--- src/rtl/ofds_pkg.sv ---
// Shared types and constants for the optical flow frame decoder.
`default_nettype none
package ofds_pkg;

  // Frame markers
  localparam logic [7:0] FRAME_HEADER = 8'hFE;
  localparam logic [7:0] FRAME_ID     = 8'h04;
  localparam logic [7:0] FRAME_FOOTER = 8'hAA;
  localparam int unsigned FRAME_LEN   = 9;
  localparam int unsigned FRESH_W     = 4;

  // Register map
  localparam int unsigned CFG_AW = 3;
  localparam logic REG_SCALE_GAIN = 1'b0;
  localparam logic REG_RATE_GAIN  = 1'b1;
  localparam logic [15:0] SCALE_GAIN_RESET = 16'd8215;
  localparam logic [15:0] RATE_GAIN_RESET  = 16'd669;

  // Shared multiplier widths
  localparam int unsigned MUL_AW = 34;
  localparam int unsigned MUL_BW = 17;
  localparam int unsigned PROD_W = MUL_AW + MUL_BW;

  typedef struct packed {
    logic        [7:0]  rx_byte;
    logic signed [15:0] roll_vel;
    logic signed [15:0] pitch_vel;
    logic        [15:0] height;
  } in_t;

  typedef struct packed {
    logic signed [31:0] x_flow;
    logic signed [31:0] y_flow;
    logic        [7:0]  quality;
  } out_t;

  // Frame content seen by the sequencer
  typedef struct packed {
    logic               hit;
    logic signed [15:0] mx;
    logic signed [15:0] my;
    logic        [7:0]  quality;
  } frame_t;

  // Gains from the register block
  typedef struct packed {
    logic [15:0] scale_gain;
    logic [15:0] rate_gain;
  } gains_t;

endpackage
`default_nettype wire

--- src/rtl/ofds_regs.sv ---
// APB register block holding the scale and rate gains.
`default_nettype none
module ofds_regs
  import ofds_pkg::*;
(
  input  wire logic              clk,
  input  wire logic              rst_n,
  input  wire logic              cfg_psel,
  input  wire logic              cfg_penable,
  input  wire logic              cfg_pwrite,
  input  wire logic [CFG_AW-1:0] cfg_paddr,
  input  wire logic [31:0]       cfg_pwdata,
  output logic      [31:0]       cfg_prdata,
  output logic                   cfg_pready,
  output gains_t                 gains
);

  logic [15:0] scale_gain_r;
  logic [15:0] rate_gain_r;
  logic        wr_en;

  assign cfg_pready = 1'b1;
  assign wr_en = cfg_psel & cfg_penable & cfg_pwrite;

  // Write gains on the access phase of a write request
  always_ff @(posedge clk) begin
    if (!rst_n) begin
      scale_gain_r <= SCALE_GAIN_RESET;
      rate_gain_r  <= RATE_GAIN_RESET;
    end else if (wr_en) begin
      case (cfg_paddr[2])
        REG_SCALE_GAIN: scale_gain_r <= cfg_pwdata[15:0];
        REG_RATE_GAIN:  rate_gain_r  <= cfg_pwdata[15:0];
        default: ;
      endcase
    end
  end

  // Read back
  always_comb begin
    case (cfg_paddr[2])
      REG_SCALE_GAIN: cfg_prdata = {16'd0, scale_gain_r};
      REG_RATE_GAIN:  cfg_prdata = {16'd0, rate_gain_r};
      default:        cfg_prdata = 32'd0;
    endcase
  end

  assign gains.scale_gain = scale_gain_r;
  assign gains.rate_gain  = rate_gain_r;

endmodule
`default_nettype wire

--- src/rtl/ofds_frame.sv ---
// Byte window, fresh byte count and frame match.
`default_nettype none
module ofds_frame
  import ofds_pkg::*;
(
  input  wire logic       clk,
  input  wire logic       rst_n,
  input  wire logic       shift_en,
  input  wire logic [7:0] rx_byte,
  output frame_t          frame
);

  logic [7:0]         win_r   [FRAME_LEN];
  logic [7:0]         win_nxt [FRAME_LEN];
  logic [FRESH_W-1:0] fresh_r;
  logic [FRESH_W-1:0] fresh_inc;
  logic [FRESH_W-1:0] fresh_nxt;
  logic               hit;

  // Slide the window by one byte
  always_comb begin
    for (int i = 0; i < FRAME_LEN - 1; i++) begin
      win_nxt[i] = win_r[i+1];
    end
    win_nxt[FRAME_LEN-1] = rx_byte;
  end

  // Count fresh bytes, saturating at a full frame
  assign fresh_inc = (fresh_r < FRESH_W'(FRAME_LEN)) ? fresh_r + 1'b1 : fresh_r;

  assign hit = (fresh_inc == FRESH_W'(FRAME_LEN)) &&
               (win_nxt[0] == FRAME_HEADER) &&
               (win_nxt[1] == FRAME_ID) &&
               (win_nxt[FRAME_LEN-1] == FRAME_FOOTER);

  // Restart the count after a match
  assign fresh_nxt = hit ? '0 : fresh_inc;

  always_ff @(posedge clk) begin
    if (!rst_n) begin
      fresh_r <= '0;
      for (int i = 0; i < FRAME_LEN; i++) begin
        win_r[i] <= 8'd0;
      end
    end else if (shift_en) begin
      fresh_r <= fresh_nxt;
      for (int i = 0; i < FRAME_LEN; i++) begin
        win_r[i] <= win_nxt[i];
      end
    end
  end

  // Match uses the incoming byte; payload comes from the settled window
  assign frame.hit     = hit;
  assign frame.mx      = {win_r[3], win_r[2]};
  assign frame.my      = {win_r[5], win_r[4]};
  assign frame.quality = win_r[7];

endmodule
`default_nettype wire

--- src/rtl/ofds_mul.sv ---
// Shared signed multiplier with a registered product.
`default_nettype none
module ofds_mul
  import ofds_pkg::*;
(
  input  wire logic                     clk,
  input  wire logic                     en,
  input  wire logic signed [MUL_AW-1:0] op_a,
  input  wire logic signed [MUL_BW-1:0] op_b,
  output logic signed      [PROD_W-1:0] prod
);

  logic signed [PROD_W-1:0] prod_r;

  // Multiply and hold the product for the next step
  always_ff @(posedge clk) begin
    if (en) begin
      prod_r <= op_a * op_b;
    end
  end

  assign prod = prod_r;

endmodule
`default_nettype wire

--- src/rtl/optical_flow_frame_decode_scale_top.sv ---
// Top level: frame decoder with height scaling and rotation compensation.
`default_nettype none
// A byte that does not complete a frame gives no result; the block stays ready for the
// next byte. A byte that completes a frame (FE 04 xa xb ya yb ck q AA, nine fresh bytes
// since reset or the last frame) starts an 8-step pass through one shared 34x17 signed
// multiplier: motion*height, times scale_gain, rate*rate_gain, then subtract, round half
// up by 2^16 and saturate, once for X and once for Y. The block is not ready until that
// pass ends and it has delivered the result into an output register; while an earlier
// result is still waiting there, it holds in its final step. Roll, pitch and height are
// taken from the request that carries the closing 0xAA byte. Gains are written over the
// APB port at byte offsets 0 (scale_gain) and 4 (rate_gain).
module optical_flow_frame_decode_scale_top
  import ofds_pkg::*;
(
  input  wire logic              clk,
  input  wire logic              rst_n,
  input  wire logic              in_valid,
  output logic                   in_ready,
  input  wire in_t               in_data,
  output logic                   out_valid,
  input  wire logic              out_ready,
  output out_t                   out_data,
  input  wire logic              cfg_psel,
  input  wire logic              cfg_penable,
  input  wire logic              cfg_pwrite,
  input  wire logic [CFG_AW-1:0] cfg_paddr,
  input  wire logic [31:0]       cfg_pwdata,
  output logic      [31:0]       cfg_prdata,
  output logic                   cfg_pready
);

  typedef enum logic [3:0] {
    S_IDLE, S_X_MH, S_X_MG, S_X_RT, S_Y_MH, S_Y_MG, S_Y_RT, S_Y_SUB, S_DONE
  } state_t;

  localparam logic signed [PROD_W-1:0] ROUND_HALF = PROD_W'(32768);
  localparam int unsigned SHIFT_W = PROD_W - 16;

  state_t                   state_r;
  gains_t                   gains;
  frame_t                   frame;
  in_t                      req_r;
  out_t                     out_r;
  logic                     out_valid_r;
  logic signed [PROD_W-1:0] acc_r;
  logic signed [31:0]       x_res_r;
  logic signed [PROD_W-1:0] prod;
  logic signed [MUL_AW-1:0] op_a;
  logic signed [MUL_BW-1:0] op_b;
  logic                     mul_en;
  logic                     in_fire;
  logic                     out_fire;
  logic                     load_out;

  // Floor shift by 2^16, then clamp to 32 bits
  function automatic logic signed [31:0] sat32(input logic signed [PROD_W-1:0] v);
    logic signed [SHIFT_W-1:0] q;
    q = SHIFT_W'(v >>> 16);
    if (q > SHIFT_W'(64'sd2147483647)) begin
      sat32 = 32'sh7FFF_FFFF;
    end else if (q < -SHIFT_W'(64'sd2147483648)) begin
      sat32 = 32'sh8000_0000;
    end else begin
      sat32 = q[31:0];
    end
  endfunction

  ofds_regs u_regs (
    .clk         (clk),
    .rst_n       (rst_n),
    .cfg_psel    (cfg_psel),
    .cfg_penable (cfg_penable),
    .cfg_pwrite  (cfg_pwrite),
    .cfg_paddr   (cfg_paddr),
    .cfg_pwdata  (cfg_pwdata),
    .cfg_prdata  (cfg_prdata),
    .cfg_pready  (cfg_pready),
    .gains       (gains)
  );

  assign in_ready = (state_r == S_IDLE);
  assign in_fire  = in_valid & in_ready;
  assign out_fire = out_valid_r & out_ready;
  assign load_out = (state_r == S_DONE) && (!out_valid_r || out_ready);

  ofds_frame u_frame (
    .clk      (clk),
    .rst_n    (rst_n),
    .shift_en (in_fire),
    .rx_byte  (in_data.rx_byte),
    .frame    (frame)
  );

  // Select multiplier operands for the current step
  always_comb begin
    op_a   = '0;
    op_b   = '0;
    mul_en = 1'b1;
    case (state_r)
      S_X_MH: begin
        op_a = MUL_AW'(frame.mx);
        op_b = {1'b0, req_r.height};
      end
      S_X_MG, S_Y_MG: begin
        op_a = MUL_AW'($signed(prod[32:0]));
        op_b = {1'b0, gains.scale_gain};
      end
      S_X_RT: begin
        op_a = MUL_AW'(req_r.pitch_vel);
        op_b = {1'b0, gains.rate_gain};
      end
      S_Y_MH: begin
        op_a = MUL_AW'(frame.my);
        op_b = {1'b0, req_r.height};
      end
      S_Y_RT: begin
        op_a = MUL_AW'(req_r.roll_vel);
        op_b = {1'b0, gains.rate_gain};
      end
      default: mul_en = 1'b0;
    endcase
  end

  ofds_mul u_mul (
    .clk  (clk),
    .en   (mul_en),
    .op_a (op_a),
    .op_b (op_b),
    .prod (prod)
  );

  // Sequencer, accumulator and output register
  always_ff @(posedge clk) begin
    if (!rst_n) begin
      state_r     <= S_IDLE;
      out_valid_r <= 1'b0;
    end else begin
      if (out_fire && !load_out) begin
        out_valid_r <= 1'b0;
      end
      case (state_r)
        S_IDLE: begin
          if (in_fire) begin
            req_r <= in_data;
            if (frame.hit) begin
              state_r <= S_X_MH;
            end
          end
        end
        S_X_MH:  state_r <= S_X_MG;
        S_X_MG:  state_r <= S_X_RT;
        S_X_RT: begin
          acc_r   <= prod;
          state_r <= S_Y_MH;
        end
        S_Y_MH: begin
          acc_r   <= acc_r - prod + ROUND_HALF;
          state_r <= S_Y_MG;
        end
        S_Y_MG: begin
          x_res_r <= sat32(acc_r);
          state_r <= S_Y_RT;
        end
        S_Y_RT: begin
          acc_r   <= prod;
          state_r <= S_Y_SUB;
        end
        S_Y_SUB: begin
          acc_r   <= acc_r - prod + ROUND_HALF;
          state_r <= S_DONE;
        end
        S_DONE: begin
          if (load_out) begin
            out_r.x_flow  <= x_res_r;
            out_r.y_flow  <= sat32(acc_r);
            out_r.quality <= frame.quality;
            out_valid_r   <= 1'b1;
            state_r       <= S_IDLE;
          end
        end
        default: state_r <= S_IDLE;
      endcase
    end
  end

  assign out_valid = out_valid_r;
  assign out_data  = out_r;

  // A byte that completes no frame leaves the sequencer idle
  a_no_hit_idle: assert property (@(posedge clk) disable iff (!rst_n)
    in_fire && !frame.hit |=> state_r == S_IDLE)
    else $error("sequencer started without a frame match");

  // A frame match blocks further input on the next cycle
  a_hit_busy: assert property (@(posedge clk) disable iff (!rst_n)
    in_fire && frame.hit |=> !in_ready)
    else $error("input accepted during frame computation");

  // A new result appears only from the final step
  a_out_from_done: assert property (@(posedge clk) disable iff (!rst_n)
    $rose(out_valid_r) |-> $past(state_r == S_DONE))
    else $error("result raised outside the final step");

  // A result still waiting holds the sequencer in its final step
  a_done_waits: assert property (@(posedge clk) disable iff (!rst_n)
    state_r == S_DONE && out_valid_r && !out_ready |=> state_r == S_DONE)
    else $error("result overwritten before it was taken");

endmodule
`default_nettype wire
--- config.mk ---
export PLATFORM = sky130hd
export DESIGN_NAME = optical_flow_frame_decode_scale_top
export DESIGN_NICKNAME = d
export VERILOG_FILES = /design/src/rtl/ofds_pkg.sv /design/src/rtl/ofds_regs.sv /design/src/rtl/ofds_frame.sv /design/src/rtl/ofds_mul.sv /design/src/rtl/optical_flow_frame_decode_scale_top.sv
export SDC_FILE = /design/constraint.sdc
export NUM_CORES = 2
export LEC_CHECK = 0
export ABC_AREA = 1
export BUFFER_PORTS_ARGS = -buffer_cell sky130_fd_sc_hd__buf_2
export CAP_MARGIN = 20
export CORE_MARGIN = 1.5
export CORE_UTILIZATION = 58
export DETAILED_ROUTE_END_ITERATION = 6
export PLACE_DENSITY = 0.77
export SYNTH_ARGS = -nofsm -noshare
export SYNTH_HDL_FRONTEND = slang
export SYNTH_HIERARCHICAL = 1
export SYNTH_SLANG_ARGS = --single-unit
--- constraint.sdc ---
create_clock -name clk -period 6.8 [get_ports clk]
set_input_delay 1.36 -clock clk [delete_from_list [all_inputs] [get_ports clk]]
set_output_delay 1.36 -clock clk [all_outputs]
set_load 0.02 [all_outputs]
==> metrics.md <==
| Metric | Value |
|---|---|
| Sequential Power Share | ~29% |
| Post-DP HPWL | 89300 um |
| Total core area | 0.0701 sq mm |
| Clock root buffer | clkbuf_16 |
| Routed length per instance | 18.1 um |
| Fin. max-slew vios | 0 |
| Prevailing post-synth register cell | edfxtp_1 |
| Total chip power | around 9.5 mW |
| Max-slew headroom | about 28% |
| Worst-case clock buffer depth | 3 |
| Switching power of the nets | 3.81 mW |
| CTS tree | yes |
| Cell Pwr Density | between 150 and 200 mW/mm^2 |
| CP Data Arrival Time | a little over 7000 ps |
| Worst VDD drop | 0.254 mV |
| Non-Filler Instances | ~6500 |
| Clock group share of total power | between 20% and 30% |
| Outcome | complete, no violations |
| Die X | 270 um |
| RSZ-0062 raised after global routing | true |
| Post-Syn Area | between 0.04 and 0.05 sq mm |
| Syn avg cell area | slightly below 8 sq um |
| Number of diodes | 0 |
| CTS Hold Buffers Added | 0 |
| Area Growth Syn to Fin | 15.6% |
| Asr flop ratio synth | 0% |
| Worst Setup Start Kind | register |
| Combinational Power Share | approximately 47% |
| P_int | approximately 5.7 mW |
| Worst-path fanout max | 8 |
| Finished Core Util | between 60% and 70% |
| First-pass GRT wire length | about 180000 um |
| Final min period | between 6000 and 7000 ps |
| Net Sw Frac | roughly 40% |
| Critical Path RT | ~7000 ps |
| Final Cell Area | between 0.04 and 0.05 sq mm |
| GP Congestion | 0.994 |
| GRT Util Overall | about 31% |
| R2R Setup Slk | 60 ps |
| Worst Path Buf+Inv | 10 |
| Die H | 270 um |
| Cts bufs inserted | 40 |
| Fmax achieved | around 0.15 GHz |
| Placed cell area | 0.0444 sq mm |
| Total Wirelength | ~120000 um |
| Initial antenna violation count | 0 |
| Clk slew on worst S/H paths | roughly 70 ps |
| Clk sinks | 359 |
| Rows | 97 |
| Crit Path Category | register to register |
| DP Cell Count | approximately 6400 |
| Synth Register Bits | between 300 and 400 |
| Vias in the first global route | 34500 |
| Number of I/O port buffers | about 170 |
| Final setup vio count | 0 |
| Leak pwr | approximately 26 nW |
| Ys Warns | 6 |
| Layout cell share with drive strength beyond 1 | between 10% and 20% |
| Post-route DRC | 0 |
| IO Pins | 205 |
| Initial Utilization | between 50% and 60% |
| Netlist cell types | 48 |
| Hold/Removal Path Class | register to register |
| Largest net degree at the start of global routing | between 70 and 80 |
| Fin worst setup slack | ~60 ps |
| Clk_lat worst skew | between 500 and 600 ps |
| Post-synth EDFFs | 318 |
| Cells after Synth | 5248 |
| Pre-CTS setup slack | -151 ps |
| DR vias | ~34000 |
| GRT overflow | 0 |
| DR iter-0 viols | ~3600 |
| Least-Margin Pin Slew | between 1000 and 1500 ps |
| Post-synthesis sequential area ratio | between 20% and 30% |
| Max Cap Viol | 0 |
| Final Hold Viols | 0 |
| Setup_tns | 0 ps |
| Die ar. | slightly above 0.07 sq mm |
| Vias/cell | 5.32 |
| Drt pass-1 iters | 6 |
| Crit path max-delay cell type | fa_1 |
| Most used cell, CP | nand2_1 |
| H-tree depth | 2 |
| CP Capture Type | register |
| Largest delay share family, worst path | adder cells |
| Max incr delay on CP | around 550 ps |
| DRT antenna net count | 0 |
| Tightest hold margin | roughly 420 ps |
| NumNets Final | ~6400 |
| Tcrit/Tclk final | 99.1% |
| Clk_skew | around 35 ps |
final cells by class:
cell class                 count  area (sq um)
clock buffer                  44          1060
tap                          940          1180
clock inverter                28           347
sequential                   359         10400
multi-input combinational   3304         26000
fill                        5445         22500
inverter                    1359          5110
timing repair buffer         438          3650
registers in the layout (all words and copies together), names as in the netlist:
name,cells
out_valid,1
out_data,72
state_r,4
acc_r,51
u_mul/prod,51
u_frame/fresh_r,4
u_frame/win_r,64
req_r,48
u_regs/scale_gain_r,16
u_regs/rate_gain_r,16
x_res_r,32
path summary, 6_finish.rpt:
kind / from / end / cells after the start
hold reg to reg: x_res_r[5] / out_data[45] / 0
hold / removal: x_res_r[5] / out_data[45] / 0
setup / recovery: state_r[2] / u_mul/prod[36] / 33
setup reg to reg: state_r[2] / u_mul/prod[36] / 33
cell usage in the layout (no fill, tap or decap), types with 70 or more instances in the layout:
master and count:
nand2_1 1608, buf_2 171, edfxtp_1 318, inv_1 1322
nor2_1 255, nand2_2 70, buf_4 195, ha_1 184
nand3_1 166, fa_1 533
cells by family (layout without fill, tap and decap cells):
family | Yosys count | in the layout | synth area share, %
compound gates | 191 | 191 | 2.70
xor+xnor | 55 | 55 | 1.17
fa+ha+maj | 772 | 772 | 33.5
buf+inv | 1600 | 1869 | 15.3
flops | 359 | 359 | 25.1
other cells | 3 | 18 | 0.0273
simple gates | 2268 | 2268 | 22.2
routing by layer:
layer	vias up	part of all wire [%]	track usage, %
met5	-	0	0
met4	0	4.0	9.67
met3	295	8.5	3.70
met2	1685	48	51.4
met1	16600	40	42.3
li1	15800	-	-
worst reg2reg max path, delay by kind of cell, from the launching register on:
family | cells | cell delay (ps)
AOI/OAI and AO/OA | 3 | 710
buffers and inverters | 10 | 980
DFF | 1 | 350
and+or+nand+nor | 13 | 1120
adders and majority gates | 7 | 3330
power groups by stage:
stage               Sequential [mW]  Combinational, mW  Clock [mW]
floorplan                      2.74               2.40           0
global placement               2.76               3.65           0
detailed placement             2.77               3.73           0
CTS                            2.72               3.78        2.36
global route                   2.74               4.80        2.43
finish                         2.73               4.42        2.34
what timing repair did:
| item | 4_1_cts | 5_1_grt |
|---|---|---|
| endpoints found under the setup margin | 34 | 38 |
| gates resized for setup | 31 | 297 |
| cloned | 1 | 8 |
| buffers inserted | 1 | 30 |
| pin swaps | 0 | 51 |
synthesized netlist by cell type, types with 4 or more instances:
cell type,n,area [sq um]
a21oi_1,71,355
xor2_1,28,245
fa_1,552,11100
o21ai_1,11,55.1
nand2_1,1676,6290
clkbuf_1,156,586
a221oi_1,14,123
xnor2_1,27,236
nand3_1,171,856
or2_2,10,62.6
nor4_1,4,25.0
nor3_2,6,60.1
o21bai_1,15,113
nand3b_1,12,90.1
ha_1,220,2750
nand4_1,27,169
edfxtp_1,318,9550
nand2_2,17,106
buf_6,6,67.6
inv_1,1338,5020
buf_2,14,70.1
o21ai_0,65,325
nor2_2,23,144
inv_2,20,75.1
dfxtp_1,41,821
nor3_1,24,120
buf_1,4,15.0
nor2_1,280,1050
nand3_2,5,50.1
buf_4,61,458
nor2_4,6,67.6
No activity file was read; power rests on OpenSTA's default activity.
